**src/rtl/flc_pkg.sv**
```systemverilog
// Package with the word types, codes and default sizes of the full linear convolution core.
package flc_pkg;

	localparam int DEF_MAX_TAPS     = 32;
	localparam int DEF_SAMPLE_WIDTH = 16;
	localparam int DEF_COEF_WIDTH   = 16;

	localparam int VALUE_WIDTH = 16;
	localparam int INDEX_WIDTH = 5;
	localparam int TAPS_WIDTH  = 6;
	localparam int Y_WIDTH     = 37;

	typedef enum logic {
		FUNC_COEF   = 1'b0,
		FUNC_SAMPLE = 1'b1
	} func_t;

	typedef struct packed {
		func_t                         func;
		logic [INDEX_WIDTH-1:0]        coef_index;
		logic signed [VALUE_WIDTH-1:0] value;
		logic                          last_sample;
	} in_word_t;

	typedef struct packed {
		logic signed [Y_WIDTH-1:0] y_value;
		logic                      last_out;
	} out_word_t;

	typedef enum logic [1:0] {
		ST_IDLE,
		ST_RUN,
		ST_DRAIN
	} state_t;

	typedef struct packed {
		logic clr;
		logic vld;
		logic zero;
	} mac_ctl_t;

endpackage

```
**src/rtl/flc_mac.sv**
```systemverilog
// Shared multiply-accumulate unit with a product register and a full precision accumulator.
module flc_mac #(
	parameter int COEF_WIDTH   = flc_pkg::DEF_COEF_WIDTH,
	parameter int SAMPLE_WIDTH = flc_pkg::DEF_SAMPLE_WIDTH
) (
	input  logic                               clk,
	input  logic                               arst_n,
	input  flc_pkg::mac_ctl_t                  ctl,
	input  logic signed [COEF_WIDTH-1:0]       coef,
	input  logic signed [SAMPLE_WIDTH-1:0]     samp,
	output logic signed [flc_pkg::Y_WIDTH-1:0] acc,
	output logic                               busy
);
	import flc_pkg::*;

	localparam int PW = COEF_WIDTH + SAMPLE_WIDTH;

	logic signed [PW-1:0]      prod_s2;
	logic                      v_s2;
	logic signed [Y_WIDTH-1:0] acc_q;

	always_ff @(posedge clk) begin
		if (ctl.zero) begin
			prod_s2 <= '0;
		end else begin
			prod_s2 <= coef * samp;
		end
	end

	always_ff @(posedge clk or negedge arst_n) begin
		if (!arst_n) begin
			v_s2  <= 1'b0;
			acc_q <= '0;
		end else begin
			v_s2 <= ctl.vld;
			if (ctl.clr) begin
				acc_q <= '0;
			end else if (v_s2) begin
				acc_q <= acc_q + Y_WIDTH'(prod_s2);
			end
		end
	end

	assign acc  = acc_q;
	assign busy = v_s2;

endmodule

```
**src/rtl/full_linear_convolution_core.sv**
```systemverilog
// Top level of the full linear convolution core: coefficient and delay line memories and tap sequencer.
// Each output word is one pass over the taps, through the multiply-accumulate to the output register.
// A sample gives one word; a sample marked last gives taps words.
// The rate is set by the single shared multiply-accumulate.
// Reset clears the control state, sets the tap count to 1 and makes the delay line read as zero.
// The coefficient memory is not cleared and holds nothing meaningful until written.
module full_linear_convolution_core #(
	parameter int MAX_TAPS     = flc_pkg::DEF_MAX_TAPS,
	parameter int SAMPLE_WIDTH = flc_pkg::DEF_SAMPLE_WIDTH,
	parameter int COEF_WIDTH   = flc_pkg::DEF_COEF_WIDTH
) (
	input  logic                              clk,
	input  logic                              arst_n,
	input  logic                              in_valid,
	output logic                              in_ready,
	input  flc_pkg::in_word_t                 in_word,
	output logic                              out_valid,
	input  logic                              out_ready,
	output flc_pkg::out_word_t                out_word,
	input  logic                              cfg_valid,
	output logic                              cfg_ready,
	input  logic [flc_pkg::TAPS_WIDTH-1:0]    cfg_data
);
	import flc_pkg::*;

	localparam int AW = (MAX_TAPS > 1) ? $clog2(MAX_TAPS) : 1;
	localparam int TW = $clog2(MAX_TAPS + 1);

	logic signed [COEF_WIDTH-1:0]   kern_mem [MAX_TAPS];
	logic signed [SAMPLE_WIDTH-1:0] line_mem [MAX_TAPS];

	state_t                   state_q, state_d;
	logic [TAPS_WIDTH-1:0]    tap_count_q;
	logic [TW-1:0]            eff_taps;
	logic [TW-1:0]            taps_q, k_q, tail_q;
	logic [AW-1:0]            wp_q, wp_next, rp_q, rp_prev;
	logic                     last_q;
	logic [MAX_TAPS-1:0]      vld_q;
	logic                     v_s1, zero_s1;
	logic signed [COEF_WIDTH-1:0]   coef_s1;
	logic signed [SAMPLE_WIDTH-1:0] samp_s1;
	logic                     in_fire, smp_fire, coef_fire, coef_ok;
	logic                     issue, issue_last, acc_done, out_load;
	logic                     out_valid_q;
	out_word_t                out_word_q;
	mac_ctl_t                 mac_ctl;
	logic signed [Y_WIDTH-1:0] acc;
	logic                     mac_busy;

	always_comb begin
		if (tap_count_q == '0) begin
			eff_taps = TW'(1);
		end else if (7'(tap_count_q) > 7'(MAX_TAPS)) begin
			eff_taps = TW'(MAX_TAPS);
		end else begin
			eff_taps = TW'(tap_count_q);
		end
	end

	assign wp_next = (wp_q == AW'(MAX_TAPS - 1)) ? '0 : wp_q + AW'(1);
	assign rp_prev = (rp_q == '0) ? AW'(MAX_TAPS - 1) : rp_q - AW'(1);

	assign in_ready   = (state_q == ST_IDLE);
	assign in_fire    = in_valid && in_ready;
	assign smp_fire   = in_fire && (in_word.func == FUNC_SAMPLE);
	assign coef_fire  = in_fire && (in_word.func == FUNC_COEF);
	assign coef_ok    = 7'(in_word.coef_index) < 7'(MAX_TAPS);
	assign issue      = (state_q == ST_RUN);
	assign issue_last = issue && (k_q == taps_q - TW'(1));
	assign acc_done   = (state_q == ST_DRAIN) && !v_s1 && !mac_busy;
	assign out_load   = acc_done && (!out_valid_q || out_ready);
	assign cfg_ready  = 1'b1;

	always_comb begin
		state_d = state_q;
		case (state_q)
			ST_IDLE: begin
				if (smp_fire) begin
					state_d = ST_RUN;
				end
			end
			ST_RUN: begin
				if (issue_last) begin
					state_d = ST_DRAIN;
				end
			end
			ST_DRAIN: begin
				if (out_load) begin
					state_d = (tail_q != '0) ? ST_RUN : ST_IDLE;
				end
			end
			default: begin
				state_d = ST_IDLE;
			end
		endcase
	end

	always_ff @(posedge clk or negedge arst_n) begin
		if (!arst_n) begin
			state_q <= ST_IDLE;
		end else begin
			state_q <= state_d;
		end
	end

	always_ff @(posedge clk or negedge arst_n) begin
		if (!arst_n) begin
			tap_count_q <= TAPS_WIDTH'(1);
			taps_q      <= TW'(1);
			k_q         <= '0;
			tail_q      <= '0;
			wp_q        <= '0;
			rp_q        <= '0;
			last_q      <= 1'b0;
			vld_q       <= '0;
			v_s1        <= 1'b0;
			out_valid_q <= 1'b0;
		end else begin
			if (cfg_valid && cfg_ready) begin
				tap_count_q <= cfg_data;
			end
			v_s1 <= issue;
			if (smp_fire) begin
				taps_q        <= eff_taps;
				tail_q        <= in_word.last_sample ? eff_taps - TW'(1) : '0;
				last_q        <= in_word.last_sample;
				wp_q          <= wp_next;
				rp_q          <= wp_next;
				k_q           <= '0;
				vld_q[wp_next] <= 1'b1;
			end else if (issue) begin
				k_q  <= k_q + TW'(1);
				rp_q <= rp_prev;
			end else if (out_load) begin
				if (tail_q != '0) begin
					tail_q         <= tail_q - TW'(1);
					wp_q           <= wp_next;
					rp_q           <= wp_next;
					k_q            <= '0;
					vld_q[wp_next] <= 1'b0;
				end else if (last_q) begin
					vld_q <= '0;
				end
			end
			if (out_load) begin
				out_valid_q <= 1'b1;
			end else if (out_ready) begin
				out_valid_q <= 1'b0;
			end
		end
	end

	always_ff @(posedge clk) begin
		if (coef_fire && coef_ok) begin
			kern_mem[AW'(in_word.coef_index)] <= COEF_WIDTH'(in_word.value);
		end
		coef_s1 <= kern_mem[k_q[AW-1:0]];
	end

	always_ff @(posedge clk) begin
		if (smp_fire) begin
			line_mem[wp_next] <= SAMPLE_WIDTH'(in_word.value);
		end
		samp_s1 <= line_mem[rp_q];
		zero_s1 <= !vld_q[rp_q];
	end

	always_ff @(posedge clk) begin
		if (out_load) begin
			out_word_q.y_value  <= acc;
			out_word_q.last_out <= last_q && (tail_q == '0);
		end
	end

	assign mac_ctl.clr  = smp_fire || (out_load && (tail_q != '0));
	assign mac_ctl.vld  = v_s1;
	assign mac_ctl.zero = zero_s1;

	flc_mac #(
		.COEF_WIDTH   (COEF_WIDTH),
		.SAMPLE_WIDTH (SAMPLE_WIDTH)
	) u_mac (
		.clk    (clk),
		.arst_n (arst_n),
		.ctl    (mac_ctl),
		.coef   (coef_s1),
		.samp   (samp_s1),
		.acc    (acc),
		.busy   (mac_busy)
	);

	assign out_valid = out_valid_q;
	assign out_word  = out_word_q;

endmodule
```
**config.mk**
```make
export PLATFORM = sky130hd
export DESIGN_NAME = full_linear_convolution_core
export DESIGN_NICKNAME = d
export VERILOG_FILES = /design/src/rtl/flc_pkg.sv /design/src/rtl/flc_mac.sv /design/src/rtl/full_linear_convolution_core.sv
export SDC_FILE = /design/constraint.sdc
export NUM_CORES = 2
export LEC_CHECK = 0
export ABC_AREA = 0
export BUFFER_PORTS_ARGS = -buffer_cell sky130_fd_sc_hd__buf_4
export CAP_MARGIN = 5
export CORE_ASPECT_RATIO = 1.4
export CORE_MARGIN = 5
export CORE_UTILIZATION = 55
export DETAILED_ROUTE_END_ITERATION = 16
export HOLD_SLACK_MARGIN = 0.15
export PLACE_DENSITY = 0.72
export SLEW_MARGIN = 20
export SYNTH_ARGS = -nofsm -noshare
export SYNTH_HDL_FRONTEND = slang
export SYNTH_SLANG_ARGS = --single-unit
```
**constraint.sdc**
```tcl
create_clock -name clk -period 5.7 [get_ports clk]
set_input_delay 0 -clock clk [delete_from_list [all_inputs] [get_ports clk]]
set_output_delay 0 -clock clk [all_outputs]
set_load 0.02 [all_outputs]
```
Word-level counts from Yosys, hierarchy flattened
Memory sizes are Yosys's and may differ from the RTL's. A register that Yosys moved wholly into a read port is not among the register bits.
Index checks and enable logic that the tools add are counted.

word-level totals
  register bits after elaboration = 180
  memory bits (writable) = 1,024
  memories = 2

cells by class
  add/sub/neg operators = 7
  $mul = 1
  order comparisons = 4
  equal/unequal tests = 8
  multiplexer cells = 41
  bitwise logic cells = 4
  reduce and logical (&&, ||, !) cells = 32

memory list
  name      depth  bits a word  read ports  clocked after memory_dff  write ports  line                                text
  kern_mem  32     16           1           1                         1            full_linear_convolution_core.sv:29  logic signed [COEF_WIDTH-1:0] kern_mem [MAX_TAPS];
  line_mem  32     16           1           1                         1            full_linear_convolution_core.sv:30  logic signed [SAMPLE_WIDTH-1:0] line_mem [MAX_TAPS];

operators by type and width
  cell                                                   number
  2-to-1 mux 32 bit                                      5
  2-to-1 mux 37 bit                                      2
  2-to-1 mux 6 bit                                       11
  2-to-1 mux 5 bit                                       8
  adder 37 x 32 -> 37 bit                                1
  bitwise AND 32 bit                                     1
  multiplier 16 x 16 -> 32 bit                           1
  NOT 32 bit                                             1
  OR 32 bit                                              1
  subtractor 6 x 1 -> 6 bit (second input constant)      3
  zero test 6 bit                                        2
  < comparator 5 x 6 -> 1 bit (second input constant)    2
  logical AND 1 bit                                      10
  2-to-1 mux 1 bit                                       9
  AND reduction 3 bit                                    3
  nonzero test 3 bit                                     3
  nonzero test 2 bit                                     4
  adder 6 x 1 -> 6 bit (second input constant)           1
  == test 6 bit                                          1
  greater-than comparator 6 bit (second input constant)  1
  2-to-1 mux 2 bit                                       3
  one-hot mux 2 bit (3 select lines)                     1
  nonzero test 6 bit                                     1
  adder 5 x 1 -> 5 bit (second input constant)           1
  15 further kinds                                       21

Longest topological paths before layout
  depth after elaboration = 12
  depth in mapped cells = 24

By module
A second synthesis with hierarchy kept.

unflattened totals
  cells, all modules = 3,739
  area, all modules = 58,668.8 um^2

by module, submodules not included
  module                        times used  cells an instance  area an instance (um^2)  seq. area each (um^2)
  full_linear_convolution_core  1           2,192              44,656.6                 34,330.4
  flc_mac                       1           1,547              14,012.2                 1,591.5

Worst setup path after synthesis
Ideal clock, no wire load.

  path type = register -> register
  start point = reg samp_s1[7], read port of line_mem
  end point = reg u_mac.prod_s2[31]
  library setup time = 0.128 ns
  arrival time = 5.984 ns
  setup slack = -0.412 ns
  stages on the path, launching flop included = 24
  buffers on the path = 1
  period minus slack after synthesis = 6.112 ns
  path through = dfxtp_1 -> clkbuf_1 -> nand2_1 -> fa_1 -> inv_1 -> fa_1 -> inv_1 -> fa_1 -> inv_1 -> fa_1 -> fa_1 -> inv_1 -> fa_1 -> inv_1 -> ha_1 -> a21o_1 -> a21o_1 -> a221o_1 -> a31oi_2 -> and3b_1 -> o31a_1 -> a31oi_1 -> xnor2_1 -> nor2_1

on the way
  longest elaborated chain between the ends = 1

ends and longest elaborated chain
  element                       line                                text
  from (decl)                   full_linear_convolution_core.sv:41  logic signed [SAMPLE_WIDTH-1:0] samp_s1;
  multiplier 16 x 16 -> 32 bit  flc_mac.sv:26                       prod_s2 <= coef * samp;
  to (signal assigned)          flc_mac.sv:26
  to (decl)                     flc_mac.sv:18                       logic signed [PW-1:0] prod_s2;

No other way between the ends.
A chain may end at the register's enable or synchronous reset.

Final worst setup path
  start point = reg samp_s1[4], read port of line_mem
  end point = reg u_mac.prod_s2[31]

Same word-level chain as after synthesis.

==> results.md <==
- The layout filler cell count is 7561.
- The number of cells on the worst reg-to-reg path is 21.
- The final reports fail on setup timing.
- The detailed-router iteration count before antenna repair is 7.
- Clock tree synthesis inserted a total of 111 buffers.
- In this run the register-to-register setup slack is -0.07 ns.
- For this run the aggregate overflow at the end of global routing stands at 0.
- The vertical extent of the die is 396 um.
- The minimum hold slack is 0.345 ns.
- Data arrives at the worst endpoint at 6.36 ns.
- The number of synthesized register bits is 1236.
- Setup violations remaining at the end of the flow were counted as 2.
- STA classifies the critical path endpoint as a register.
- After detailed routing, the average wire length per cell comes to 24.0 um.
- The wire length of the first global-routing pass is 197 mm.
- In this run, synthesis inferred 1062 flip-flops with an integrated enable.
- For this block, the via count after detailed routing is 31100.
- The number of distinct library cells after synthesis is 72.
- In this run the mean area of a mapped cell was 16.3 um^2.
- The flow ran to the end, but the final reports show violations.
- The number of max-capacitance violations reported is 0.
- The startpoint of the most critical setup path is samp_s1[4]$_DFF_P_.
- The region available for standard cell placement spans 0.105 mm^2.
- The overall fraction of global-route tracks in use is 0.229.
- Data on the critical path is required at its endpoint by 6.29 ns.
- The worst register-to-register path ends at u_mac.prod_s2[31]$_SDFF_PP0_.
- Setup slack on the critical path of the routed design comes to -0.0741 ns.
- The total count of hold-check failures in the final report is 0.
- The peak fanout along the critical path is 8.
- Once detail routing completed, the nets flagged for antenna violations numbered 0.
- After detailed placement, the total cell area comes to 0.0616 mm^2.
- The mapped cell area is 0.0585 mm^2.
- The area used by multi-input combinational logic is 0.0209 mm^2.
- The worst register-to-register path begins at samp_s1[4]$_DFF_P_.
- The worst min-delay path endpoint is kern_mem[10][9]$_DFFE_PP_.
- The class of the tightest hold or removal check is in -> reg.
- Of the cells placed in the final design, the portion with a size suffix greater than 1 is 0.221.
- Derived from the worst setup path, the maximum achievable clock frequency is 0.173 GHz.
- The count of buffers from port buffering is 73.
- The number of warnings reported in the yosys synthesis log is 0.
- The number of nets in the synthesized netlist is 4012.
- The clock tree root driver cell is sky130_fd_sc_hd__clkbuf_16.
- Entering global routing, the biggest net connects 79 pins.
- At the end of the flow the core is filled with cells to 0.627.
- Summed over all failing endpoints, the final setup total negative slack is -0.0910 ns.
- The cell count after synthesis is 3590.
- The number of vias per cell is 5.85.
- The total half-perimeter wirelength after legalization and detailed placement is 87.6 mm.
- The number of sinks driven by the clock tree is 1236.
- For this run, the leading register cell type out of synthesis is sky130_fd_sc_hd__edfxtp_1.
- The number of slew-limit violations in the final report is 0.
- For the pin with the worst max-slew slack, the measured transition is 1.12 ns.
- The total area of sequential cells is 0.0360 mm^2.
- At the end of routability-driven placement, the weighted congestion stood at 0.901.
- The number of design rule violations left after detail routing is 0.
- The setup clock skew after layout is 0.0509 ns.
- Headroom to the max-slew limit came out at 0.253.
- The library cells used most frequently in the layout, excluding fill and tap cells, are 1062 x sky130_fd_sc_hd__edfxtp_1, 330 x sky130_fd_sc_hd__mux4_2, 316 x sky130_fd_sc_hd__inv_1, 258 x sky130_fd_sc_hd__buf_4, 250 x sky130_fd_sc_hd__fa_1.
- The total number of nets in the final design is 4289.
- TritonCTS built the clock tree.
- Subtracting the final worst setup slack from the clock period gives 5.77 ns.
- Setup repair after global routing could not meet its margin everywhere.
- The H-tree level count is 3.
- The clock-pin slew reported for the worst setup and hold paths after clock tree synthesis is 0.06 ns.
- Relative to the synthesized area, the layout overhead comes to 13.2%.
- The number of global-route vias before repair came to 33000.
- The chip width is 286 um.
- The category of the worst setup path launch point is a register.
- The fraction of the cycle the final worst path needs is 1.01.
- After floorplanning, the core was divided into 141 placement rows.
- Counting along the longest clock path gives a buffer depth of 3.
- For this configuration, the core starts out at a cell density of 0.554.
- The area of all placed cells without fillers is 0.0662 mm^2.
- The first routing iteration left 2533 violations.
- At the later pin of the worst-skew pair, clock insertion delay measures 0.73 ns.
- The floorplan step defined a die boundary enclosing 0.113 mm^2.
- The sum of routed wire length over all layers is 128 mm.
- The initial antenna violation count is 5.
- For this run, the register share of the synthesized area comes to 0.614.
- The share of flip-flops with an asynchronous set or reset after synthesis is 0.0882.
- The origin of the worst min-delay path is in_word[10].
- The total I/O pin count is 75.
- The startpoint-to-endpoint class of the critical path is reg -> reg.
- Leaving out fill and tap cells, the most frequent cell in the layout is sky130_fd_sc_hd__edfxtp_1.
- The worst hold path was traced through 2 stages.
## cell families (layout without fill, tap and decap cells)
group,after synthesis,count (layout),share of synthesized area
muxes,371,371,0.135
xor gates and xnor gates,81,81,0.0121
other,1,3,0.0000641
and+or+nand+nor,691,691,0.0558
DFF,1236,1236,0.614
AOI/OAI and AO/OA,338,338,0.0347
buffers and inverters,484,855,0.0314
adders and majority gates,388,388,0.117
## metrics by stage
step,setup WS (ns),std cells
after floorplan,0.00157,3590
after global routing,-0.296,5319
final,-0.0741,5321
after global placement,-0.213,5049
after detailed placement,-0.282,5049
after CTS,-0.0912,5317
## cell usage after synthesis (31+ instances only)
cell                       instances  area [um^2]
sky130_fd_sc_hd__a21o_1           31          233
sky130_fd_sc_hd__a21oi_1         129          646
sky130_fd_sc_hd__and2_1          128          801
sky130_fd_sc_hd__clkbuf_1        122          458
sky130_fd_sc_hd__dfrtp_1         107         2680
sky130_fd_sc_hd__dfxtp_1          65         1300
sky130_fd_sc_hd__edfxtp_1       1062        31900
sky130_fd_sc_hd__fa_1            263         5270
sky130_fd_sc_hd__ha_1            125         1560
sky130_fd_sc_hd__inv_1           322         1210
sky130_fd_sc_hd__mux4_2          330         7430
sky130_fd_sc_hd__nand2_1         241          905
sky130_fd_sc_hd__nor2_1          182          683
sky130_fd_sc_hd__o21ai_0          94          470
sky130_fd_sc_hd__xnor2_1          51          447
## sequential cells by signal, indices dropped and copies added (netlist names)
signal / flops
v_s1: 1
tail_q: 6
state_q: 2
u_mac.acc: 37
u_mac.busy: 1
line_mem: 512
wp_q: 5
rp_q: 5
out_valid: 1
u_mac.prod_s2: 32
kern_mem: 512
tap_count_q: 6
coef_s1: 16
vld_q: 32
k_q: 6
taps_q: 6
out_word: 38
samp_s1: 16
zero_s1: 1
last_q: 1
## worst max-delay path by stage
stage                                         endpoint  slack [ns]  cells past startpoint
final                     u_mac.prod_s2[31]$_SDFF_PP0_       -0.07                     21
after global routing      u_mac.prod_s2[31]$_SDFF_PP0_       -0.30                     22
after CTS                 u_mac.prod_s2[31]$_SDFF_PP0_       -0.09                     21
after detailed placement  u_mac.prod_s2[31]$_SDFF_PP0_       -0.28                     21
after global placement    u_mac.prod_s2[31]$_SDFF_PP0_       -0.21                     21
after floorplan           u_mac.prod_s2[31]$_SDFF_PP0_       0.002                     22
## routing by layer
layer,GRT usage,vias up,wire length (um)
li1,-,13800,-
met5,0,-,0
met1,0.276,16200,46400
met3,0.0235,234,5670
met4,0.0926,0,5410
met2,0.422,917,70100
## critical path: stages (launching register included)
cell and delay (ns):
sky130_fd_sc_hd__dfxtp_4 0.37, sky130_fd_sc_hd__and2_4 0.16, sky130_fd_sc_hd__fa_1 0.52, sky130_fd_sc_hd__inv_1 0.05, sky130_fd_sc_hd__fa_1 0.46, sky130_fd_sc_hd__fa_1 0.53
sky130_fd_sc_hd__inv_2 0.04, sky130_fd_sc_hd__fa_1 0.49, sky130_fd_sc_hd__fa_1 0.49, sky130_fd_sc_hd__inv_1 0.05, sky130_fd_sc_hd__fa_1 0.48, sky130_fd_sc_hd__inv_2 0.04
sky130_fd_sc_hd__ha_4 0.20, sky130_fd_sc_hd__a21o_1 0.14, sky130_fd_sc_hd__a21o_1 0.17, sky130_fd_sc_hd__a221o_1 0.37, sky130_fd_sc_hd__a31oi_4 0.20, sky130_fd_sc_hd__and3b_2 0.24
sky130_fd_sc_hd__o31a_1 0.27, sky130_fd_sc_hd__a31oi_2 0.19, sky130_fd_sc_hd__xnor2_1 0.13, sky130_fd_sc_hd__nor2_1 0.05
## timing repair
action / CTS / global route
setup endpoints to repair: 12 / 15
pin swaps: 15 / 20
gates resized for setup: 50 / 22
hold buffers: 57 / 0
endpoints found under the hold margin: 1703 / 0
setup buffers: 4 / 2
## cell type report
class	instances	share of cell area
well taps	1358	0.0257
repair buffers	324	0.0404
inverters	324	0.0184
flip-flops and latches	1236	0.544
clock buffers	143	0.0447
clock inverters	64	0.0113
multi-input cells	1870	0.316
diodes	2	0.0000756
Power is left out: the tool's default activity adds up to more than one toggle a clock period on the data nets, which glitch-free logic cannot reach.
